### src/hdl/isort_pkg.sv
// ----------------------------------------------------------------------------
// isort_pkg: shared types and constants for the insertion sorter
// Holds the request and result payload types, the cell link types and the
// cell operation codes used by the sorting chain.
// ----------------------------------------------------------------------------
package isort_pkg;

    // Width of a sorted value and of the output rank.
    localparam int VALUE_W = 32;
    localparam int RANK_W  = 5;

    // One incoming request.
    typedef struct packed {
        logic signed [VALUE_W-1:0] value;
        logic                      final_item;
    } request_t;

    // One outgoing result.
    typedef struct packed {
        logic signed [VALUE_W-1:0] sorted_value;
        logic [RANK_W-1:0]         rank;
        logic                      last_of_run;
        logic                      overflowed;
    } result_t;

    // Operation applied to every cell of the chain in the same cycle.
    typedef enum logic [1:0] {
        CELL_HOLD     = 2'd0,
        CELL_INSERT   = 2'd1,
        CELL_SHIFT_DN = 2'd2,
        CELL_SHIFT_UP = 2'd3
    } cell_op_t;

    // Broadcast control shared by all cells.
    typedef struct packed {
        cell_op_t                  op;
        logic signed [VALUE_W-1:0] new_value;
    } cell_ctrl_t;

    // What a cell shows to its neighbors.
    typedef struct packed {
        logic signed [VALUE_W-1:0] value;
        logic                      valid;
        logic                      greater;
    } cell_link_t;

endpackage

### src/hdl/isort_cell.sv
// ----------------------------------------------------------------------------
// isort_cell: one cell of the insertion chain
// Holds one stored value. On an insert it keeps its value, takes the new value
// or takes its lower neighbor's value; on a drain it shifts one place.
// ----------------------------------------------------------------------------
module isort_cell
(
    input  logic                   clk,
    input  logic                   rst_n,
    input  isort_pkg::cell_ctrl_t  ctrl,
    input  isort_pkg::cell_link_t  lower,
    input  isort_pkg::cell_link_t  upper,
    output isort_pkg::cell_link_t  link
);

    logic signed [isort_pkg::VALUE_W-1:0] value_reg;
    logic signed [isort_pkg::VALUE_W-1:0] value_next;
    logic                                 valid_reg;
    logic                                 valid_next;
    logic                                 greater;

    // An empty cell or one holding a larger value makes room for the new one.
    assign greater = !valid_reg || (value_reg > ctrl.new_value);

    assign link.value   = value_reg;
    assign link.valid   = valid_reg;
    assign link.greater = greater;

    // Next contents of the cell.
    always_comb
    begin
        value_next = value_reg;
        valid_next = valid_reg;
        case (ctrl.op)
            isort_pkg::CELL_INSERT:
            begin
                if (greater)
                begin
                    if (lower.greater)
                    begin
                        value_next = lower.value;
                        valid_next = lower.valid;
                    end
                    else
                    begin
                        value_next = ctrl.new_value;
                        valid_next = 1'b1;
                    end
                end
            end
            isort_pkg::CELL_SHIFT_DN:
            begin
                value_next = upper.value;
                valid_next = upper.valid;
            end
            isort_pkg::CELL_SHIFT_UP:
            begin
                value_next = lower.value;
                valid_next = lower.valid;
            end
            default:
            begin
                value_next = value_reg;
                valid_next = valid_reg;
            end
        endcase
    end

    // Valid flag is control state and is cleared by reset.
    always_ff @(posedge clk or negedge rst_n)
    begin
        if (!rst_n)
        begin
            valid_reg <= 1'b0;
        end
        else
        begin
            valid_reg <= valid_next;
        end
    end

    // Stored value needs no reset.
    always_ff @(posedge clk)
    begin
        value_reg <= value_next;
    end

endmodule

### src/hdl/insertion_sorter.sv
// ----------------------------------------------------------------------------
// insertion_sorter: sorts a run of signed values in a chain of cells
// Values are inserted one per cycle, unless busy, into a chain of DEPTH cells
// that is kept in ascending order; the marked final value triggers read-out.
// ----------------------------------------------------------------------------
// Usage:
//   A request (value, final_item) is taken at a rising edge with start high
//   and busy low. Every cell compares the new value in parallel, so after a
//   non-final request the next request can follow immediately.
//   Once DEPTH values are held, further values of the run are dropped and
//   the overflowed flag is set on that run's results.
//   The final request raises busy. In ascending order the chain shifts toward
//   cell 0 and one result leaves per cycle, the first registered from cell 0
//   in the drain state after the final request. In descending order the
//   chain shifts toward the top cell, which first passes on the empty cells
//   above the run before any result leaves. busy falls with the last result.
//   Each result is shown for one cycle under result_valid; the receiver
//   cannot stall. cfg_we/cfg_wdata write the descending register, which is
//   sampled on the final request. Reset empties the chain, clears the drop
//   flag and selects ascending order.
// ----------------------------------------------------------------------------
module insertion_sorter
#(
    parameter int DEPTH = 32
)
(
    input  logic                  clk,
    input  logic                  rst_n,
    input  logic                  start,
    output logic                  busy,
    input  isort_pkg::request_t   item,
    input  logic                  cfg_we,
    input  logic                  cfg_wdata,
    output logic                  result_valid,
    output isort_pkg::result_t    result
);

    localparam int CNT_W = $clog2(DEPTH + 1);

    typedef enum logic [1:0] {
        ST_IDLE  = 2'b01,
        ST_DRAIN = 2'b10
    } state_t;

    state_t                   state_reg, state_next;
    logic [CNT_W-1:0]         fill_count_reg, fill_count_next;
    logic [CNT_W-1:0]         remaining_reg, remaining_next;
    logic [isort_pkg::RANK_W-1:0] rank_reg, rank_next;
    logic                     drop_reg, drop_next;
    logic                     overflow_reg, overflow_next;
    logic                     descending_reg, descending_next;
    logic                     dir_reg, dir_next;
    logic                     result_valid_reg, result_valid_next;
    isort_pkg::result_t       result_reg, result_next;

    isort_pkg::cell_ctrl_t    ctrl;
    isort_pkg::cell_link_t    links [DEPTH];
    isort_pkg::cell_link_t    tail;
    logic                     accept;
    logic                     full;

    assign busy         = (state_reg == ST_DRAIN);
    assign accept       = start && !busy;
    assign full         = (fill_count_reg == CNT_W'(DEPTH));
    assign result_valid = result_valid_reg;
    assign result       = result_reg;

    // Cell that leaves the chain on a drain cycle.
    assign tail = dir_reg ? links[DEPTH-1] : links[0];

    // Chain of cells.
    for (genvar i = 0; i < DEPTH; i++)
    begin : g_cell
        isort_pkg::cell_link_t lower;
        isort_pkg::cell_link_t upper;
        if (i == 0)
        begin : g_bottom
            assign lower = '0;
        end
        else
        begin : g_lower
            assign lower = links[i-1];
        end
        if (i == DEPTH - 1)
        begin : g_top
            assign upper = '0;
        end
        else
        begin : g_upper
            assign upper = links[i+1];
        end
        isort_cell u_cell
        (
            .clk   (clk),
            .rst_n (rst_n),
            .ctrl  (ctrl),
            .lower (lower),
            .upper (upper),
            .link  (links[i])
        );
    end

    // Sequencer: insertion while idle, one shift per cycle while draining.
    always_comb
    begin
        state_next        = state_reg;
        fill_count_next   = fill_count_reg;
        remaining_next    = remaining_reg;
        rank_next         = rank_reg;
        drop_next         = drop_reg;
        overflow_next     = overflow_reg;
        dir_next          = dir_reg;
        descending_next   = cfg_we ? cfg_wdata : descending_reg;
        result_valid_next = 1'b0;
        result_next       = result_reg;
        ctrl.op           = isort_pkg::CELL_HOLD;
        ctrl.new_value    = item.value;

        case (state_reg)
            ST_IDLE:
            begin
                if (accept)
                begin
                    if (full)
                    begin
                        drop_next = 1'b1;
                    end
                    else
                    begin
                        ctrl.op         = isort_pkg::CELL_INSERT;
                        fill_count_next = fill_count_reg + CNT_W'(1);
                    end
                    if (item.final_item)
                    begin
                        state_next      = ST_DRAIN;
                        remaining_next  = full ? fill_count_reg
                                               : fill_count_reg + CNT_W'(1);
                        overflow_next   = drop_reg || full;
                        drop_next       = 1'b0;
                        fill_count_next = '0;
                        dir_next        = descending_reg;
                        rank_next       = '0;
                    end
                end
            end
            ST_DRAIN:
            begin
                ctrl.op = dir_reg ? isort_pkg::CELL_SHIFT_UP : isort_pkg::CELL_SHIFT_DN;
                if (tail.valid)
                begin
                    result_valid_next        = 1'b1;
                    result_next.sorted_value = tail.value;
                    result_next.rank         = rank_reg;
                    result_next.last_of_run  = (remaining_reg == CNT_W'(1));
                    result_next.overflowed   = overflow_reg;
                    rank_next                = rank_reg + isort_pkg::RANK_W'(1);
                    remaining_next           = remaining_reg - CNT_W'(1);
                    if (remaining_reg == CNT_W'(1))
                    begin
                        state_next = ST_IDLE;
                    end
                end
            end
            default:
            begin
                state_next = ST_IDLE;
            end
        endcase
    end

    // Control registers.
    always_ff @(posedge clk or negedge rst_n)
    begin
        if (!rst_n)
        begin
            state_reg        <= ST_IDLE;
            fill_count_reg   <= '0;
            remaining_reg    <= '0;
            rank_reg         <= '0;
            drop_reg         <= 1'b0;
            overflow_reg     <= 1'b0;
            descending_reg   <= 1'b0;
            dir_reg          <= 1'b0;
            result_valid_reg <= 1'b0;
        end
        else
        begin
            state_reg        <= state_next;
            fill_count_reg   <= fill_count_next;
            remaining_reg    <= remaining_next;
            rank_reg         <= rank_next;
            drop_reg         <= drop_next;
            overflow_reg     <= overflow_next;
            descending_reg   <= descending_next;
            dir_reg          <= dir_next;
            result_valid_reg <= result_valid_next;
        end
    end

    // Result payload register.
    always_ff @(posedge clk)
    begin
        result_reg <= result_next;
    end

endmodule
### config.mk
export PLATFORM = sky130hd
export DESIGN_NAME = insertion_sorter
export DESIGN_NICKNAME = d
export VERILOG_FILES = /design/src/hdl/isort_pkg.sv /design/src/hdl/isort_cell.sv /design/src/hdl/insertion_sorter.sv
export SDC_FILE = /design/constraint.sdc
export NUM_CORES = 2
export LEC_CHECK = 0
export ABC_CLOCK_PERIOD_IN_PS = 13400
export BUFFER_PORTS_ARGS = -buffer_cell sky130_fd_sc_hd__buf_4
export CAP_MARGIN = 10
export CORE_UTILIZATION = 55
export CTS_BUF_LIST = sky130_fd_sc_hd__clkbuf_4 sky130_fd_sc_hd__clkbuf_8
export CTS_CLUSTER_DIAMETER = 40
export CTS_CLUSTER_SIZE = 14
export DETAILED_ROUTE_END_ITERATION = 7
export GPL_ROUTABILITY_DRIVEN = 0
export PLACE_DENSITY = 0.67
export SLEW_MARGIN = 10
export SYNTH_ARGS = -nofsm -noshare
export SYNTH_HDL_FRONTEND = slang
export SYNTH_HIERARCHICAL = 1
export SYNTH_SLANG_ARGS = --single-unit
### constraint.sdc
create_clock -name clk -period 13.4 [get_ports clk]
set_input_delay 2.01 -clock clk [delete_from_list [all_inputs] [get_ports clk]]
set_output_delay 2.01 -clock clk [all_outputs]
set_load 0.01 [all_outputs]
==> summary.txt <==
Clocking
  – # H-tree levels: 4
  – CTS tree: done
  – Post_cts resized: 0
  – CTS buffer count: approximately 230
  – Post-CTS repair timing setup buffer count: 0
  – Clock Sinks: 1119
  – CTS max path bufs: 3
  – Clock latency on the worst-skew pair: 1030 ps
  – CTS Hold Bufs: 0
  – Root Buffer: clkbuf_8
  – Clock Pin Slew Worst Setup and Hold Paths: ~70 ps

Critical path
  – Critical path's slowest cell: buf_4
  – Most frequent cell on the critical path: buf_4
  – Worst Path Max Fanout: around 120
  – CP Cell Sequence: inv_1 -> ha_1 -> and3b_1 -> a22oi_1 -> nor2_4 -> buf_4 -> buf_12 -> buf_4 -> a21boi_1 -> a31o_1 -> buf_4
  – Worst Setup End Kind: flip-flop
  – Worst Path Required: 14040 ps
  – Largest stage delay on the critical path: about 840 ps
  – Critical path class: flip-flop to flip-flop
  – Crit start category: flip-flop
  – Arrival time worst endpoint: between 6000 and 7000 ps

Die
  – Die area: 177000 sq um
  – # IOs: 79
  – Die Span Y: about 420 microns
  – Core area: 174000 sq um
  – Site row count: ~150
  – Starting Density: 55.4%
  – Horiz. Die Dim: roughly 420 microns

STA
  – Setup total negative slack: 0 ps
  – Fin crit share: between 40% and 50%
  – Worst slew pin tran: ~1100 ps
  – RSZ-0062 raised after global routing: no
  – Slew HR: between 20 and 25%
  – Final hold violation count: 0
  – Final setup vio count: 0
  – Max Fclk: 179 MHz
  – Final min period: 5590 ps
  – Final max-slew violation count: 0
  – Final Skew: around 56 ps

Drt
  – WL final: around 290000 microns
  – Vias/cell: 6.32
  – Vias after detailed routing: about 80000
  – Detail Route Antenna Nets: 0
  – 1st-iter DRT viols: approximately 7800
  – Pre-antenna DRT Iters: 6
  – Drt drc: 0
  – Drt wl/cell: approximately 23 microns

Power
  – PwrDens: 285 nW/um^2
  – LEAKAGE: between 0.04 and 0.05 uW
  – IR Drop Worst-Case VDD: between 0.15 and 0.2 mV
  – Pwr Total: just under 30000 uW

Final layout
  – Most common cell after layout, fill and taps aside: a21oi_1
  – Share of cells above drive strength 1: 9.35%
  – Fin cells: roughly 13000
  – Area grow syn2layout: 7.86%
  – Most frequent cells in the layout: 1364 x a21oi_1, 1160 x inv_1, 1128 x nor2_1
  – Number of flip-flops in the largest register: around 1000
  – Final #Nets: about 11000
  – Final Cell Area: between 100000 and 150000 sq um

Placed design
  – I/O Buffers: 78
  – Dpl cell area: between 90000 and 100000 sq um
  – Total placed cells including tap cells: 12200
  – Dpl hpwl: 206000 microns

Global route
  – Total track usage: between 30% and 40%
  – Initial antenna violation count: 15
  – Pin count of the biggest net entering global routing: ~180
  – Vias in the first global route: approximately 76000
  – First-pass GRT wire length: 442000 microns
  – Gr ovfl total: 0

Yosys
  – Netlist Area Pre-Place: between 90000 and 100000 sq um
  – Synthesized netlist cell count: 10300
  – Syn avg cell area: ~9.4 sq um
  – Synth warn: 6

Job
  – Max Cap Viol: 0

Status
  – Status: completed

Hold path
  – Worst hold path type: flip-flop to flip-flop
## critical path: cells and delay by family, from the launching register on
kind            cells  cell delay (ps)
buf+inv             5             2610
simple gates        2              860
compound gates      3              560
flops               1              530
fa+ha+maj           1              410
## metal layers
metal  GRT usage (%)  wire length (microns)  share of wire, %  vias to the layer above
met3            5.25                  22600               7.8                      678
met2            51.7                 135000                47                     3048
li1                -                      -                 -                    37900
met5               0                     19            0.0066                        -
met4            13.0                  11300               3.9                        2
met1            42.0                 121000                42                    38300
## layout make-up
| class | count | area, sq um |
|---|---|---|
| inverter | 1160 | 4350 |
| clock inverter | 176 | 2110 |
| tap | 2325 | 2910 |
| timing repair buffer | 210 | 1690 |
| clock buffer | 251 | 3300 |
| fill | 14900 | 70000 |
| multi-input combinational | 7409 | 56100 |
| sequential | 1119 | 33300 |
| antenna | 6 | 15.0 |
## final timing paths
kind	slack (ps)	depth (start not counted)	endpoint	from
hold / removal	470	0	result[0]$_DFFE_PP_	overflow_reg$_DFFE_PN0P_
setup reg to reg	7810	11	g_cell[24].u_cell/value_reg[10]$_DFFE_PP_	state_reg[0]$_DFFE_PN1P_
max in group asynchronous	11170	2	g_cell[13].u_cell/valid_reg$_DFFE_PN0P_	rst_n
hold reg to reg	470	0	result[0]$_DFFE_PP_	overflow_reg$_DFFE_PN0P_
setup / recovery	7810	11	g_cell[24].u_cell/value_reg[10]$_DFFE_PP_	state_reg[0]$_DFFE_PN1P_
min in group asynchronous	870	1	fill_count_reg[0]$_DFFE_PN0P_	rst_n
## metrics by stage
stage | hold slack (ps) | worst slack, ps | utilization [%]
final | 467 | 7810 | 59.7
after global routing | 494 | 7570 | 59.7
after CTS | 472 | 7950 | 59.7
after detailed placement | 448 | 7000 | 56.6
after global placement | 450 | 7010 | 56.6
after floorplan | 426 | 5520 | -
## power by group
part | total [uW] | internal, uW | switching (uW)
combinational | 15400 | 6120 | 9260
sequential | 9900 | 7100 | 2800
clock | 4290 | 2450 | 1840
total | 29600 | 15700 | 13900
Power figures use the tool's default switching activity.
